===== src/rtl/core/i2cms_pkg.sv =====
package i2cms_pkg;

  // APB register map: one 32-bit register per word.
  localparam int unsigned ApbAddrW = 3;
  localparam int unsigned ApbDataW = 32;
  localparam int unsigned RegIdxW  = ApbAddrW - 2;

  localparam logic [RegIdxW-1:0] RegDelayTicks = RegIdxW'(0);

  localparam logic [7:0] DelayTicksReset = 8'd40;

  // Command codes as carried in the mode field.
  typedef enum logic [2:0] {
    CMD_IDLE  = 3'd0,
    CMD_START = 3'd1,
    CMD_STOP  = 3'd2,
    CMD_SEND  = 3'd3,
    CMD_WACK  = 3'd4,
    CMD_READ  = 3'd5,
    CMD_CHECK = 3'd6
  } cmd_e;

  // Bus step sequence. Each command enters at a first step; check shares start's.
  typedef enum logic [4:0] {
    PH_START_IDLE  = 5'd0,
    PH_START_SDA   = 5'd1,
    PH_START_SCL   = 5'd2,
    PH_SEND_DATA   = 5'd3,
    PH_SEND_HIGH   = 5'd4,
    PH_SEND_LOW    = 5'd5,
    PH_WACK_REL    = 5'd6,
    PH_WACK_HIGH   = 5'd7,
    PH_WACK_SAMPLE = 5'd8,
    PH_STOP_PREP   = 5'd9,
    PH_STOP_REL    = 5'd10,
    PH_READ_HIGH   = 5'd11,
    PH_READ_SAMPLE = 5'd12,
    PH_ACK_DRIVE   = 5'd13,
    PH_ACK_HIGH    = 5'd14,
    PH_ACK_LOW     = 5'd15,
    PH_ACK_REL     = 5'd16,
    PH_END         = 5'd17
  } phase_e;

  typedef struct packed {
    logic [2:0] mode;
    logic [7:0] data_byte;
    logic       send_ack;
    logic       sda_level;
    logic       scl_level;
  } in_item_t;

  typedef struct packed {
    logic       scl_release;
    logic       sda_release;
    logic       busy_res;
    logic       done_res;
    logic [7:0] read_value;
    logic       ack_missing;
    logic       rejected;
  } out_item_t;

endpackage


===== src/rtl/core/i2cms_if.sv =====
interface i2cms_in_if;
  logic                valid;
  logic                ready;
  i2cms_pkg::in_item_t data;

  modport source (output valid, output data, input ready);
  modport sink (input valid, input data, output ready);
endinterface

interface i2cms_out_if;
  logic                 valid;
  logic                 ready;
  i2cms_pkg::out_item_t data;

  modport source (output valid, output data, input ready);
  modport sink (input valid, input data, output ready);
endinterface


===== src/rtl/core/i2c_master_bit_sequencer_unit.sv =====
// I2C master bit sequencer. Each input item is one bus tick: it carries the
// sampled SDA and SCL levels and, while the sequencer is idle, an optional
// command (start, stop, send byte, wait ack, read byte, check device).
// Each input item produces exactly one result item with the open-drain line
// drives, busy and done flags, the last read byte, the ack status and a
// flag for a command that arrived while busy and was dropped.
// Items enter through an input register; the next-state and result logic
// runs from that register straight into the state and the result register.
// A result is offered once its item moves on from the input register; one
// item is taken every cycle as long as the result side keeps up. When the
// receiver stalls, the result register holds its item and the input
// register absorbs one more item before the input ready drops. The
// delay_ticks register (APB, byte address 0) sets the idle ticks after
// each bus step; the user must write it only while no command is in
// progress, as the block does not enforce this. Reset leaves the sequencer
// idle with both lines released, delay_ticks at 40 and both channels empty.
module i2c_master_bit_sequencer_unit (
  input  logic                             clk_i,
  input  logic                             rst_ni,
  i2cms_in_if.sink                         in_i,
  i2cms_out_if.source                      out_o,
  input  logic                             psel_i,
  input  logic                             penable_i,
  input  logic                             pwrite_i,
  input  logic [i2cms_pkg::ApbAddrW-1:0]   paddr_i,
  input  logic [i2cms_pkg::ApbDataW-1:0]   pwdata_i,
  output logic [i2cms_pkg::ApbDataW-1:0]   prdata_o,
  output logic                             pready_o
);

  // Input stage.
  logic                in_valid_q;
  i2cms_pkg::in_item_t in_item_q;

  // Result stage.
  logic                 out_valid_q;
  i2cms_pkg::out_item_t out_item_q;
  i2cms_pkg::out_item_t out_item_d;

  // Sequencer state.
  logic [7:0]        delay_ticks_q;
  i2cms_pkg::cmd_e   active_q, active_d;
  i2cms_pkg::phase_e phase_q, phase_d;
  logic [2:0]        bit_index_q, bit_index_d;
  logic [7:0]        shift_byte_q, shift_byte_d;
  logic [7:0]        delay_count_q, delay_count_d;
  logic              scl_drive_q, scl_drive_d;
  logic              sda_drive_q, sda_drive_d;
  logic              ack_flag_q, ack_flag_d;
  logic              ack_choice_q, ack_choice_d;
  logic [7:0]        last_read_q, last_read_d;
  logic              done_d;
  logic              rej_d;

  // The buffered item moves on whenever the result register is free or
  // is being emptied in this cycle.
  logic advance;
  assign advance    = in_valid_q && (!out_valid_q || out_o.ready);
  assign in_i.ready = !in_valid_q || advance;

  assign out_o.valid = out_valid_q;
  assign out_o.data  = out_item_q;

  // APB configuration port.
  logic                            reg_wr;
  logic [i2cms_pkg::RegIdxW-1:0]   reg_idx;
  assign reg_idx  = paddr_i[i2cms_pkg::ApbAddrW-1:2];
  assign pready_o = 1'b1;
  assign reg_wr   = psel_i && penable_i && pwrite_i && pready_o &&
                    (reg_idx == i2cms_pkg::RegDelayTicks);
  assign prdata_o = (reg_idx == i2cms_pkg::RegDelayTicks) ?
                    {{(i2cms_pkg::ApbDataW-8){1'b0}}, delay_ticks_q} : '0;

  always_ff @(posedge clk_i or negedge rst_ni) begin
    if (!rst_ni) begin
      delay_ticks_q <= i2cms_pkg::DelayTicksReset;
    end else if (reg_wr) begin
      delay_ticks_q <= pwdata_i[7:0];
    end
  end

  // Next state: one tick of the sequencer. Command setup comes first; a
  // new command's first bus step runs in the same tick unless check gives up.
  always_comb begin : next_state
    logic run;
    logic finish;
    logic step_end;
    logic sda_in;
    i2cms_pkg::phase_e next_ph;

    active_d      = active_q;
    phase_d       = phase_q;
    bit_index_d   = bit_index_q;
    shift_byte_d  = shift_byte_q;
    delay_count_d = delay_count_q;
    scl_drive_d   = scl_drive_q;
    sda_drive_d   = sda_drive_q;
    ack_flag_d    = ack_flag_q;
    ack_choice_d  = ack_choice_q;
    last_read_d   = last_read_q;
    done_d        = 1'b0;
    rej_d         = 1'b0;
    run           = 1'b0;
    finish        = 1'b0;
    step_end      = 1'b0;
    next_ph       = i2cms_pkg::PH_END;
    sda_in        = in_item_q.sda_level;

    if (active_q != i2cms_pkg::CMD_IDLE) begin
      rej_d = (in_item_q.mode != i2cms_pkg::CMD_IDLE);
      if (delay_count_q != 8'd0) begin
        delay_count_d = delay_count_q - 8'd1;
      end else begin
        run = 1'b1;
      end
    end else if (in_item_q.mode inside {[i2cms_pkg::CMD_START : i2cms_pkg::CMD_CHECK]}) begin
      active_d      = i2cms_pkg::cmd_e'(in_item_q.mode);
      bit_index_d   = 3'd0;
      delay_count_d = 8'd0;
      shift_byte_d  = in_item_q.data_byte;
      ack_choice_d  = in_item_q.send_ack;
      case (i2cms_pkg::cmd_e'(in_item_q.mode))
        i2cms_pkg::CMD_STOP: phase_d = i2cms_pkg::PH_STOP_PREP;
        i2cms_pkg::CMD_SEND: phase_d = i2cms_pkg::PH_SEND_DATA;
        i2cms_pkg::CMD_WACK: phase_d = i2cms_pkg::PH_WACK_REL;
        i2cms_pkg::CMD_READ: begin
          phase_d      = i2cms_pkg::PH_READ_HIGH;
          shift_byte_d = 8'd0;
        end
        default: phase_d = i2cms_pkg::PH_START_IDLE;
      endcase
      // Check device on a bus that is not idle gives up at once.
      if ((in_item_q.mode == i2cms_pkg::CMD_CHECK) &&
          !(in_item_q.sda_level && in_item_q.scl_level)) begin
        ack_flag_d = 1'b1;
        finish     = 1'b1;
      end else begin
        run = 1'b1;
      end
    end

    if (run) begin
      case (phase_d)
        i2cms_pkg::PH_START_IDLE: begin
          sda_drive_d = 1'b1;
          scl_drive_d = 1'b1;
          next_ph     = i2cms_pkg::PH_START_SDA;
        end
        i2cms_pkg::PH_START_SDA: begin
          sda_drive_d = 1'b0;
          next_ph     = i2cms_pkg::PH_START_SCL;
        end
        i2cms_pkg::PH_START_SCL: begin
          scl_drive_d = 1'b0;
          next_ph     = (active_d == i2cms_pkg::CMD_CHECK) ?
                        i2cms_pkg::PH_SEND_DATA : i2cms_pkg::PH_END;
        end
        i2cms_pkg::PH_SEND_DATA: begin
          sda_drive_d = shift_byte_d[3'd7 - bit_index_d];
          next_ph     = i2cms_pkg::PH_SEND_HIGH;
        end
        i2cms_pkg::PH_SEND_HIGH: begin
          scl_drive_d = 1'b1;
          next_ph     = i2cms_pkg::PH_SEND_LOW;
        end
        i2cms_pkg::PH_SEND_LOW: begin
          scl_drive_d = 1'b0;
          if (bit_index_d == 3'd7) begin
            sda_drive_d = 1'b1;
            bit_index_d = 3'd0;
            next_ph     = (active_d == i2cms_pkg::CMD_CHECK) ?
                          i2cms_pkg::PH_WACK_REL : i2cms_pkg::PH_END;
          end else begin
            bit_index_d = bit_index_d + 3'd1;
            next_ph     = i2cms_pkg::PH_SEND_DATA;
          end
        end
        i2cms_pkg::PH_WACK_REL: begin
          sda_drive_d = 1'b1;
          next_ph     = i2cms_pkg::PH_WACK_HIGH;
        end
        i2cms_pkg::PH_WACK_HIGH: begin
          scl_drive_d = 1'b1;
          next_ph     = i2cms_pkg::PH_WACK_SAMPLE;
        end
        i2cms_pkg::PH_WACK_SAMPLE: begin
          ack_flag_d  = sda_in;
          scl_drive_d = 1'b0;
          next_ph     = (active_d == i2cms_pkg::CMD_CHECK) ?
                        i2cms_pkg::PH_STOP_PREP : i2cms_pkg::PH_END;
        end
        i2cms_pkg::PH_STOP_PREP: begin
          sda_drive_d = 1'b0;
          scl_drive_d = 1'b1;
          next_ph     = i2cms_pkg::PH_STOP_REL;
        end
        i2cms_pkg::PH_STOP_REL: begin
          sda_drive_d = 1'b1;
          step_end    = 1'b1;
        end
        i2cms_pkg::PH_READ_HIGH: begin
          sda_drive_d = 1'b1;
          scl_drive_d = 1'b1;
          next_ph     = i2cms_pkg::PH_READ_SAMPLE;
        end
        i2cms_pkg::PH_READ_SAMPLE: begin
          shift_byte_d = {shift_byte_d[6:0], sda_in};
          scl_drive_d  = 1'b0;
          if (bit_index_d == 3'd7) begin
            last_read_d = shift_byte_d;
            bit_index_d = 3'd0;
            next_ph     = i2cms_pkg::PH_ACK_DRIVE;
          end else begin
            bit_index_d = bit_index_d + 3'd1;
            next_ph     = i2cms_pkg::PH_READ_HIGH;
          end
        end
        i2cms_pkg::PH_ACK_DRIVE: begin
          sda_drive_d = !ack_choice_d;
          next_ph     = i2cms_pkg::PH_ACK_HIGH;
        end
        i2cms_pkg::PH_ACK_HIGH: begin
          scl_drive_d = 1'b1;
          next_ph     = i2cms_pkg::PH_ACK_LOW;
        end
        i2cms_pkg::PH_ACK_LOW: begin
          scl_drive_d = 1'b0;
          next_ph     = ack_choice_d ? i2cms_pkg::PH_ACK_REL : i2cms_pkg::PH_END;
        end
        i2cms_pkg::PH_ACK_REL: begin
          sda_drive_d = 1'b1;
          step_end    = 1'b1;
        end
        default: step_end = 1'b1;
      endcase

      if (step_end) begin
        finish = 1'b1;
      end else begin
        delay_count_d = delay_ticks_q;
        phase_d       = next_ph;
      end
    end

    if (finish) begin
      active_d      = i2cms_pkg::CMD_IDLE;
      phase_d       = i2cms_pkg::PH_START_IDLE;
      bit_index_d   = 3'd0;
      delay_count_d = 8'd0;
      done_d        = 1'b1;
    end
  end

  // Result item for this tick.
  always_comb begin
    out_item_d.scl_release = scl_drive_d;
    out_item_d.sda_release = sda_drive_d;
    out_item_d.busy_res    = (active_d != i2cms_pkg::CMD_IDLE);
    out_item_d.done_res    = done_d;
    out_item_d.read_value  = last_read_d;
    out_item_d.ack_missing = ack_flag_d;
    out_item_d.rejected    = rej_d;
  end

  always_ff @(posedge clk_i or negedge rst_ni) begin
    if (!rst_ni) begin
      in_valid_q    <= 1'b0;
      out_valid_q   <= 1'b0;
      active_q      <= i2cms_pkg::CMD_IDLE;
      phase_q       <= i2cms_pkg::PH_START_IDLE;
      bit_index_q   <= 3'd0;
      shift_byte_q  <= 8'd0;
      delay_count_q <= 8'd0;
      scl_drive_q   <= 1'b1;
      sda_drive_q   <= 1'b1;
      ack_flag_q    <= 1'b0;
      ack_choice_q  <= 1'b0;
      last_read_q   <= 8'd0;
    end else begin
      if (in_i.ready) begin
        in_valid_q <= in_i.valid;
      end
      if (advance) begin
        out_valid_q   <= 1'b1;
        active_q      <= active_d;
        phase_q       <= phase_d;
        bit_index_q   <= bit_index_d;
        shift_byte_q  <= shift_byte_d;
        delay_count_q <= delay_count_d;
        scl_drive_q   <= scl_drive_d;
        sda_drive_q   <= sda_drive_d;
        ack_flag_q    <= ack_flag_d;
        ack_choice_q  <= ack_choice_d;
        last_read_q   <= last_read_d;
      end else if (out_o.ready) begin
        out_valid_q <= 1'b0;
      end
    end
  end

  // Payload registers carry no reset.
  always_ff @(posedge clk_i) begin
    if (in_i.ready && in_i.valid) begin
      in_item_q <= in_i.data;
    end
    if (advance) begin
      out_item_q <= out_item_d;
    end
  end

endmodule


===== src/flat_wrapper.sv =====
// flat-port wrapper written by rule: the top's interface ports become plain ports
module i2c_master_bit_sequencer_unit_flat 
  (clk_i, rst_ni, psel_i, penable_i, pwrite_i, paddr_i, pwdata_i, prdata_o, pready_o, in_i_valid, in_i_data, in_i_ready, out_o_valid, out_o_data, out_o_ready);
  i2cms_in_if in_i_i ();
  i2cms_out_if out_o_i ();
  input  logic clk_i;
  input  logic rst_ni;
  input  logic psel_i;
  input  logic penable_i;
  input  logic pwrite_i;
  input  logic [i2cms_pkg::ApbAddrW-1:0] paddr_i;
  input  logic [i2cms_pkg::ApbDataW-1:0] pwdata_i;
  output logic [i2cms_pkg::ApbDataW-1:0] prdata_o;
  output logic pready_o;
  input wire logic [$bits(in_i_i.valid)-1:0] in_i_valid;
  input wire logic [$bits(in_i_i.data)-1:0] in_i_data;
  output wire logic [$bits(in_i_i.ready)-1:0] in_i_ready;
  output wire logic [$bits(out_o_i.valid)-1:0] out_o_valid;
  output wire logic [$bits(out_o_i.data)-1:0] out_o_data;
  input wire logic [$bits(out_o_i.ready)-1:0] out_o_ready;
  assign in_i_i.valid = in_i_valid;
  assign in_i_i.data = in_i_data;
  assign in_i_ready = in_i_i.ready;
  assign out_o_valid = out_o_i.valid;
  assign out_o_data = out_o_i.data;
  assign out_o_i.ready = out_o_ready;
  i2c_master_bit_sequencer_unit u_core (.clk_i(clk_i), .rst_ni(rst_ni), .in_i(in_i_i), .out_o(out_o_i), .psel_i(psel_i), .penable_i(penable_i), .pwrite_i(pwrite_i), .paddr_i(paddr_i), .pwdata_i(pwdata_i), .prdata_o(prdata_o), .pready_o(pready_o));
endmodule

===== config.mk =====
export PLATFORM = sky130hd
export DESIGN_NAME = i2c_master_bit_sequencer_unit_flat
export DESIGN_NICKNAME = d
export VERILOG_FILES = /design/src/rtl/core/i2cms_pkg.sv /design/src/rtl/core/i2cms_if.sv /design/src/rtl/core/i2c_master_bit_sequencer_unit.sv /design/src/flat_wrapper.sv
export SDC_FILE = /design/constraint.sdc
export NUM_CORES = 1
export LEC_CHECK = 0
export BUFFER_PORTS_ARGS = -buffer_cell sky130_fd_sc_hd__clkbuf_2
export CORE_ASPECT_RATIO = 1.75
export CORE_MARGIN = 10
export CORE_UTILIZATION = 50
export CTS_CLUSTER_DIAMETER = 30
export DETAILED_ROUTE_END_ITERATION = 8
export GPL_ROUTABILITY_DRIVEN = 0
export PLACE_DENSITY = 0.82
export SYNTH_ARGS = -nofsm -noshare
export SYNTH_HDL_FRONTEND = slang
export SYNTH_SLANG_ARGS = --single-unit

===== constraint.sdc =====
create_clock -name clk_i -period 3.1 [get_ports clk_i]
set_input_delay 0 -clock clk_i [delete_from_list [all_inputs] [get_ports clk_i]]
set_output_delay 0 -clock clk_i [all_outputs]
set_load 0.05 [all_outputs]

Word-level counts from Yosys, hierarchy flattened
Index checks and enable logic that the tools add are counted.
{"block": "classes", "n_addsub": 3, "order_cmp": 3, "n_eq_ne": 23, "muxes": 65, "bitwise_logic": 1, "reduce_logical": 26}
{"cell": "8-bit 2-to-1 mux", "n": 15}
{"cell": "5-bit case mux with 15 select lines", "n": 1}
{"cell": "5-bit 2-to-1 mux", "n": 9}
{"cell": "5-bit by 4-bit equality test with 1-bit output, second input constant", "n": 8}
{"cell": "3-bit 2-to-1 mux", "n": 10}
{"cell": "1-bit 2-to-1 mux", "n": 26}
{"cell": "5-bit by 3-bit equality test with 1-bit output, second input constant", "n": 4}
{"cell": "4-bit case mux with 4 select lines", "n": 1}
{"cell": "3-bit equality test, second input constant", "n": 5}
{"cell": "15-bit OR reduction", "n": 1}
{"cell": "5-bit by 2-bit equality test with 1-bit output, second input constant", "n": 2}
{"cell": "5-bit OR reduction", "n": 2}
{"cell": "3-bit nonzero test", "n": 3}
{"cell": "1-bit logical AND", "n": 8}
{"cell": "8-bit nonzero test", "n": 1}
{"cell": "8-bit by 1-bit subtractor with 8-bit output, second input constant", "n": 1}
{"cell": "3-bit by 2-bit equality test with 1-bit output, second input constant", "n": 2}
{"cell": "6-bit OR reduction", "n": 1}
{"cell": "5-bit by 1-bit equality test with 1-bit output, second input constant", "n": 1}
{"cell": "5-bit equality test, second input constant", "n": 1}
{"cell": "5-bit logical NOT", "n": 1}
{"cell": "1-bit case mux with 5 select lines", "n": 1}
{"cell": "1-bit logical NOT", "n": 4}
{"cell": "3-bit by 4-bit < comparator with 1-bit output, second input constant", "n": 1}
{"cell": "other kinds (10)", "n": 12}
{"block": "word_totals", "regBits": 77, "in_bits": 56}

Longest topological paths before layout
Gate-level depths: netlist of run 1.
{"block": "depth", "ltp_word": 12, "ltp_mapped": 15}

Worst setup path after synthesis of run 1
Ideal clock, no wire load.
{"block": "synth_timing", "path_type": "flip-flop to flip-flop", "from": "reg u_core.in_item_q[13] (netlist bit)", "to": "reg u_core.out_item_q, in the netlist u_core.out_o.data[6], data pin", "arrival_time_ps": 2923, "required_ps": 2831, "slack_ps": -92, "path_stages_with_launch": 14, "period_less_slack_ps": 3192, "cell_sequence": "edfxtp_1 -> clkbuf_2 -> or3_1 -> nand3_2 -> clkbuf_1 -> and2_1 -> ha_1 -> ha_1 -> inv_1 -> or4_1 -> buf_4 -> clkbuf_1 -> nand2_1 -> o21ai_0"}
{"block": "synth_via", "elab_chain_len": 8}
{"item": "from (decl)", "line_no": "i2c_master_bit_sequencer_unit.sv:33", "rtl": "i2cms_pkg::in_item_t in_item_q;"}
{"item": "from (signal assigned)", "line_no": "i2c_master_bit_sequencer_unit.sv:304", "rtl": "in_item_q <= in_i.data;"}
{"item": "3-bit by 1-bit >= comparator with 1-bit output / 3-bit <= comparator (equally long branches)", "line_no": "i2c_master_bit_sequencer_unit.sv:116", "rtl": "end else if (in_item_q.mode inside {[i2cms_pkg::CMD_START : i2cms_pkg::CMD_CHECK]}) begin"}
{"item": "1-bit logical AND", "line_no": "i2c_master_bit_sequencer_unit.sv:116"}
{"item": "3-bit 2-to-1 mux", "line_no": "i2c_master_bit_sequencer_unit.sv:116"}
{"item": "3-bit 2-to-1 mux", "line_no": "i2c_master_bit_sequencer_unit.sv:109", "rtl": "if (active_q != i2cms_pkg::CMD_IDLE) begin"}
{"item": "3-bit equality test", "line_no": "i2c_master_bit_sequencer_unit.sv:209", "rtl": "if (bit_index_d == 3'd7) begin"}
{"item": "8-bit 2-to-1 mux", "line_no": "i2c_master_bit_sequencer_unit.sv:209"}
{"item": "8-bit 2-to-1 mux", "line_no": "i2c_master_bit_sequencer_unit.sv:143", "rtl": "case (phase_d)"}
{"item": "8-bit 2-to-1 mux *", "line_no": "i2c_master_bit_sequencer_unit.sv:142", "rtl": "if (run) begin"}
{"item": "net u_core.last_read_d[4]", "line_no": "i2c_master_bit_sequencer_unit.sv:51", "rtl": "logic [7:0] last_read_q, last_read_d;"}
{"item": "to (signal assigned)", "line_no": "i2c_master_bit_sequencer_unit.sv:307", "rtl": "out_item_q <= out_item_d;"}
{"item": "to (decl)", "line_no": "i2c_master_bit_sequencer_unit.sv:37", "rtl": "i2cms_pkg::out_item_t out_item_q;"}
Mark *: on every way through the listed nets, which the timed path passes. The rest lies on a longest branch.
A chain may end at the register's enable or synchronous reset.

Final worst setup path of run 1
{"block": "layout_timing", "from": "reg u_core.active_q[0]", "to": "reg u_core.delay_count_q[0]"}
{"block": "layout_via", "elab_chain_len": 9}
{"item": "from (decl)", "line_no": "i2c_master_bit_sequencer_unit.sv:42", "rtl": "i2cms_pkg::cmd_e active_q, active_d;"}
{"item": "from (signal assigned)", "line_no": "i2c_master_bit_sequencer_unit.sv:269", "rtl": "active_q <= i2cms_pkg::CMD_IDLE;"}
{"item": "from (signal assigned)", "line_no": "i2c_master_bit_sequencer_unit.sv:285", "rtl": "active_q <= active_d;"}
{"item": "3-bit nonzero test *", "line_no": "i2c_master_bit_sequencer_unit.sv:109"}
{"item": "5-bit 2-to-1 mux", "line_no": "i2c_master_bit_sequencer_unit.sv:109"}
{"item": "5-bit by 1-bit equality test with 1-bit output, or another cell as far along", "line_no": "i2c_master_bit_sequencer_unit.sv:143"}
{"item": "15-bit OR reduction (no source line)"}
{"item": "1-bit 2-to-1 mux", "line_no": "i2c_master_bit_sequencer_unit.sv:143"}
{"item": "1-bit 2-to-1 mux", "line_no": "i2c_master_bit_sequencer_unit.sv:142"}
{"item": "8-bit 2-to-1 mux / 1-bit 2-to-1 mux (equally long branches)", "line_no": "i2c_master_bit_sequencer_unit.sv:237", "rtl": "if (step_end) begin"}
{"item": "8-bit 2-to-1 mux / 1-bit 2-to-1 mux (equally long branches)", "line_no": "i2c_master_bit_sequencer_unit.sv:142"}
{"item": "8-bit 2-to-1 mux *", "line_no": "i2c_master_bit_sequencer_unit.sv:245", "rtl": "if (finish) begin"}
{"item": "to (signal assigned)", "line_no": "i2c_master_bit_sequencer_unit.sv:289", "rtl": "delay_count_q <= delay_count_d;"}
{"item": "to (decl)", "line_no": "i2c_master_bit_sequencer_unit.sv:46", "rtl": "logic [7:0] delay_count_q, delay_count_d;"}
Mark *: on every way between the ends. The rest lies on a longest branch, timed or not. The select of a mux whose other input is x is not followed.

==> flow_metrics.env, run 1 <==
export IMPL_regToRegSetupSlack_ns=0.29
export IMPL_core_um2=9090
export IMPL_fin_skew_ns=0.00834
export IMPL_clkSlewWorstSetupHoldPaths_ns=0.06
export IMPL_rows=46
export IMPL_layout_nets=616
export IMPL_totalWireLength_um=12600
export IMPL_post_route_period_util=0.906
export IMPL_startpoint_type="flip-flop"
export IMPL_grt_pass1_vias=4115
export IMPL_power_density_nw_per_um2=867
export IMPL_setup_ws_ns=0.292
export IMPL_num_vias=4024
export IMPL_area_growth_pct=18.4
export IMPL_numPortBuffers=53
export IMPL_cts_tree="done"
export IMPL_dp_final_hpwl_um=8520
export IMPL_clk_path_buf_depth=2
export IMPL_grt_max_degree=40
export IMPL_layout_common_cells="clkbuf_2, nand2_1, dfrtp_1, o21ai_0, nor2_1"
export IMPL_ys_warn_count=0
export IMPL_overflow=0
export IMPL_tightest_slew_ns=1.03
export IMPL_synth_edf_count=28
export IMPL_postRouteAntennaNets=0
export IMPL_antenna_found_initial=0
export IMPL_max_vdd_ir_drop_v=0.000655
export IMPL_wire_per_inst_um=18.4
export IMPL_worstSetupPathType="flip-flop to flip-flop"
export IMPL_post_place_ws_ns=0.226
export IMPL_io_pins=105
export IMPL_htree_num_levels=3
export IMPL_required_ns=3.33
export IMPL_min_period_ns=2.81
export IMPL_drtPass1Iterations=7
export IMPL_drive_above_1_share=0.239
export IMPL_cp_end_kind="flip-flop"
export IMPL_cts_made_buffers=9
export IMPL_die_h_um=148
export IMPL_fmax_ghz=0.356
export IMPL_ys_flop_type="dfrtp_1"
export IMPL_groute_usage_overall=0.188
export IMPL_startpoint="u_core.active_q[0]"
export IMPL_syn_area_per_cell_um2=9.80
export IMPL_timing_rr_start="u_core.active_q[0]"
export IMPL_p_leak_nw=2.36
export IMPL_ys_seq_elements=77
export IMPL_hold_start="pwrite_i"
export IMPL_hold_violations=0
export IMPL_rsz0062_at_grt="no"
export IMPL_die_area_um2=13700
export IMPL_cp_max_fo=8
export IMPL_fillers=742
export IMPL_clkLatencyLatePin_ns=0.34
export IMPL_drc=0
export IMPL_async_flop_share=0.636
export IMPL_seq_area_frac_synth=0.444
export IMPL_start_util=0.513
export IMPL_grt_pass1_wl_um=20700
export IMPL_via_per_inst=5.91
export IMPL_hold_class="input port to flip-flop"
export IMPL_fin_setup_tns_ns=0
export IMPL_finalSetupViolations=0
export IMPL_arrival_ns=3.04
export IMPL_maxCapViolCount=0
export IMPL_clock_sinks=77
export IMPL_slew_violations=0
export IMPL_final_common_cell="clkbuf_2"
export IMPL_fp_dieW_um=93
export IMPL_synth_area_um2=4660
export IMPL_root_buffer="clkbuf_16"
export IMPL_synth_cell_type_count=83
export IMPL_drtIter0Drc=488
export IMPL_syn_inst=476
export IMPL_status="finished, final reports clean"
export IMPL_maxSlewHeadroom=0.311
export IMPL_n_antenna_cell=0
-- cells by family (layout without fill, tap and decap cells) --
| kind of cell | Yosys count | count (layout) | synth area share |
|---|---|---|---|
| buffers and inverters | 62 | 124 | 0.0856 |
| adders and majority gates | 4 | 4 | 0.0107 |
| muxes | 23 | 23 | 0.0596 |
| xor gates and xnor gates | 1 | 1 | 0.00188 |
| other | 2 | 25 | 0.00161 |
| and+or+nand+nor | 170 | 170 | 0.196 |
| AOI/OAI and AO/OA | 137 | 137 | 0.200 |
| DFF | 77 | 77 | 0.444 |
-- where the power goes --
group,switching [mW],leakage [nW],total (mW),internal (mW)
Clock,0.389,0.151,1.08,0.696
Combinational,1.32,1.32,2.13,0.809
Sequential,0.263,0.887,1.57,1.30
Total,1.98,2.36,4.78,2.81
-- sequential cells by signal, summed over array words and instances (netlist names) --
signal / flops
u_core.sda_drive_q: 1
u_core.active_q: 3
u_core.out_o.data: 14
u_core.in_item_q: 13
u_core.phase_q: 5
u_core.delay_ticks_q: 8
u_core.shift_byte_q: 8
u_core.in_valid_q: 1
u_core.next_state.sda_in: 1
u_core.out_o.valid: 1
u_core.bit_index_q: 3
u_core.last_read_q: 8
u_core.ack_flag_q: 1
u_core.delay_count_q: 8
u_core.ack_choice_q: 1
u_core.scl_drive_q: 1
-- worst max-delay path, cell delays in order (launching register included) --
cell and delay, ns:
dfrtp_1 0.47, nor3_4 0.38, buf_4 0.22, a2bb2oi_1 0.73
o21ai_2 0.31, nand2b_1 0.28, o32ai_1 0.33
-- per-stage QoR --
step	instances	hold WS [ns]	total power [mW]	util	area, um2
final	681	0.322	4.78	0.607	5520
after floorplan	499	-0.296	3.16	-	4750
after detailed placement	639	0.179	3.61	0.544	4950
after global placement	639	0.178	3.53	0.544	4950
after CTS	681	0.311	4.73	0.607	5520
after global routing	681	0.365	5.08	0.607	5520
-- repair_timing --
item	in CTS	in global routing
resized for setup	0	1
hold buffers	26	0
endpoints found under the hold margin	58	0
setup endpoints to repair	0	2
setup buffers	0	0
-- final timing paths --
check | endpoint | cells past startpoint
setup / recovery | u_core.delay_count_q[0] | 6
hold / removal | u_core.delay_ticks_q[6] | 3
setup reg to reg | u_core.delay_count_q[0] | 6
hold reg to reg | u_core.ack_flag_q | 2
max in group asynchronous | u_core.shift_byte_q[4] | 3
min in group asynchronous | u_core.delay_ticks_q[6] | 2
-- layout make-up --
type	count	area (um2)	area share
inverter	9	33.8	0.00612
tap	120	150	0.0272
multi-input combinational	360	2280	0.413
clock buffer	10	229	0.0415
clock inverter	6	77.6	0.0141
sequential	77	2070	0.375
timing repair buffer	99	676	0.122
-- metal layers --
layer  global-route usage  vias to the layer above  part of all wire
met5                    0                        -                 0
met4                0.109                        0             0.044
met3               0.0487                       46             0.067
met2                0.348                      203              0.55
met1                0.179                     1910              0.34
li1                     -                     1865                 -
-- synth_stat cells, drive strengths merged, types with 6 or more instances --
cell type / instances / area [um2]
a21oi: 34 / 181
a32o: 6 / 60.1
and2: 8 / 50.1
and3: 9 / 56.3
buf: 40 / 304
clkbuf: 13 / 61.3
dfrtp: 45 / 1130
edfxtp: 28 / 841
inv: 9 / 33.8
mux2: 18 / 203
nand2: 50 / 190
nand2b: 6 / 37.5
nand3: 12 / 65.1
nor2: 36 / 154
nor2b: 10 / 62.6
nor3: 14 / 92.6
o21ai: 47 / 243
(Power assumes the default switching activity.)
==> run 2, diff against run 1 <==
- ABC_AREA: not set -> 1
- CORE_UTILIZATION: 50 -> 49
- PLACE_DENSITY: 0.82 -> 0.8
==> run 2 against run 1 <==
Against the previous run:
- via count increased by 5.1%
- routed wire length decreased by 4.7%
- critical path depth increased by 7
- die area increased by 1.3%
- register-to-register slack improved by 0.11 ns
- final area decreased by 0.20%
- power increased by 8.7%
- synthesized cell count increased by 25%
- sequential cell count unchanged
- hold slack got worse by 0.082 ns
- critical path type unchanged
- largest cell class unchanged
- largest power group unchanged
==> flow_metrics.env, run 2 <==
export IMPL_status="finished, final reports clean"
export IMPL_cts_made_buffers=9
export IMPL_clock_sinks=77
export IMPL_wire_per_inst_um=14.9
export IMPL_timing_rr_start="u_core.in_item_q[13]"
export IMPL_fin_setup_tns_ns=0
export IMPL_largest_reg_flops=14
export IMPL_synth_fa_ha_area_frac=0.0108
export IMPL_synthSimpleGateAreaFrac=0.290
export IMPL_cts_tree="done"
export IMPL_root_buffer="clkbuf_16"
export IMPL_synth_area_um2=4640
export IMPL_final_common_cell="nand2_1"
export IMPL_cp_end_kind="flip-flop"
export IMPL_muxShareOfSynthArea=0
export IMPL_async_flop_share=0.636
export IMPL_synth_compound_area_frac=0.126
export IMPL_totalWireLength_um=12000
export IMPL_holdWs_ns=0.241
export IMPL_grt_max_degree=43
export IMPL_post_route_period_util=0.871
export IMPL_yosysMostFrequentCell="nand2_1"
export IMPL_drtIter0Drc=374
export IMPL_arrival_ns=2.80
export IMPL_power_density_nw_per_um2=944
export IMPL_grt_pass1_wl_um=20500
export IMPL_p_leak_nw=2.79
export IMPL_maxCapViolCount=0
export IMPL_hold_violations=0
export IMPL_synthTopCellsByCount="nand2_1, inv_1, nor2_1"
export IMPL_clk_path_buf_depth=2
export IMPL_fin_skew_ns=0.0106
export IMPL_layout_nets=736
export IMPL_overflow=0
export IMPL_ys_flop_type="dfrtp_1"
export IMPL_drc=0
export IMPL_hold_buffers=26
export IMPL_use_met2=0.328
export IMPL_die_h_um=149
export IMPL_fp_dieW_um=93.6
export IMPL_rows=47
export IMPL_worstSetupPathType="flip-flop to flip-flop"
export IMPL_setup_ws_ns=0.400
export IMPL_synth_top_area_cell="dfrtp_1"
export IMPL_hold_class="input port to async pin"
export IMPL_htree_num_levels=3
export IMPL_die_area_um2=13900
export IMPL_startpoint_type="flip-flop"
export IMPL_core_um2=9350
export IMPL_numPortBuffers=53
export IMPL_io_pins=105
export IMPL_ys_top_cells_by_area="dfrtp_1, edfxtp_1, nand2_1, inv_1, nor2_1"
export IMPL_synth_cell_type_count=44
export IMPL_seq_area_frac_synth=0.446
export IMPL_drtPass1Iterations=5
export IMPL_ys_seq_elements=77
export IMPL_total_power_mw=5.20
export IMPL_yosysTopAreaCellShare=0.243
export IMPL_ys_warn_count=0
export IMPL_start_util=0.496
export IMPL_grt_busiest_layer="met2"
export IMPL_min_period_ns=2.70
export IMPL_fmax_ghz=0.370
export IMPL_maxSlewHeadroom=0.536
export IMPL_clkSlewWorstSetupHoldPaths_ns=0.06
export IMPL_drive_above_1_share=0.188
export IMPL_syn_inst=595
export IMPL_post_place_ws_ns=0.410
export IMPL_layout_common_cells="nand2_1, inv_1, nor2_1, clkbuf_2, dfrtp_1"
export IMPL_startpoint="u_core.in_item_q[13]"
export IMPL_fillers=808
export IMPL_groute_usage_overall=0.182
export IMPL_area_growth_pct=18.7
export IMPL_cts_resized=0
export IMPL_postRouteAntennaNets=0
export IMPL_cp_max_fo=14
export IMPL_dp_final_hpwl_um=8640
export IMPL_slew_violations=0
export IMPL_finalSetupViolations=0
export IMPL_tightest_slew_ns=0.696
export IMPL_required_ns=3.20
export IMPL_via_per_inst=5.26
export IMPL_rsz0062_at_grt="no"
export IMPL_clkLatencyLatePin_ns=0.34
export IMPL_num_vias=4228
export IMPL_syn_area_per_cell_um2=7.80
export IMPL_synth_xor_area_share=0.00566
export IMPL_gr_usage_met3=0.0433
export IMPL_antenna_found_initial=1
export IMPL_post_cts_buffers=0
export IMPL_synth_top_family_by_area="simple AND/OR/NAND/NOR gates"
export IMPL_met1_usage=0.175
export IMPL_max_vdd_ir_drop_v=0.000581
export IMPL_grt_pass1_vias=4499
export IMPL_synth_edf_count=28
run 2: cell types whose count changed in the layout (fill, tap and decap cells not counted), sizes merged, moves of 7 or more:
cell and change:
nor3 -9, nand2 +129, nor2 +28, a21oi -16, nor2b -10, inv +67, mux2 -18, o21ai +16
and2 -7, buf -12, and3 -9, nand3 +25
run 2: area by class of cell:
| class | count | area, um2 | share of cell area |
|---|---|---|---|
| Clock inverter | 5 | 60.1 | 0.0109 |
| Timing Repair Buffer | 87 | 586 | 0.106 |
| Inverter | 77 | 294 | 0.0534 |
| Sequential cell | 77 | 2070 | 0.376 |
| Clock buffer | 11 | 243 | 0.0441 |
| Tap cell | 122 | 153 | 0.0277 |
| Multi-Input combinational cell | 424 | 2100 | 0.381 |
| Antenna cell | 1 | 2.50 | 0.000454 |
run 2: logic make-up after synthesis:
family / after synthesis
xor+xnor: 3
flops: 77
compound gates: 100
fa+ha+maj: 4
simple gates: 292
buf+inv: 117
other cells: 2
run 2: report_power, final:
part	internal, mW	total (mW)	leakage (nW)	switching [mW]
Combinational	0.766	2.62	1.76	1.85
Clock	0.647	1.06	0.146	0.415
Sequential	1.35	1.52	0.887	0.169
run 2: routing by layer:
metal	wire, um	part of all wire
met5	0	0
met4	686	0.057
met2	6410	0.54
met1	4100	0.34
met3	764	0.064
run 2: worst max-delay path, stage by stage, from the launching register on:
cell and delay (ns):
edfxtp_1 0.51, inv_1 0.18, nand3_4 0.12, nand2_4 0.11
nor2_8 0.07, nor2_1 0.24, ha_1 0.22, ha_1 0.21
inv_1 0.09, nor3_4 0.20, buf_4 0.26, nand2_1 0.10
o21ai_2 0.08, inv_1 0.05
run 2: path summary, 6_finish.rpt:
| kind | to | slack (ns) | depth (start not counted) |
|---|---|---|---|
| max | u_core.out_o.data[9] | 0.40 | 13 |
| min | u_core.delay_count_q[2] | 0.24 | 2 |
| max reg2reg | u_core.out_o.data[9] | 0.40 | 13 |
| min reg2reg | u_core.sda_drive_q | 0.48 | 2 |
| max in group asynchronous | u_core.delay_ticks_q[3] | 2.01 | 3 |
| min in group clk_i | u_core.delay_ticks_q[5] | 0.30 | 3 |
run 2: metrics by stage:
step	util	instance area, um2	std cells
6_report	0.589	5510	804
5_1_grt	0.589	5510	804
4_1_cts	0.589	5510	803
3_5_place_dp	0.529	4940	761
3_3_place_gp	0.529	4940	761
2_1_floorplan	-	4730	618
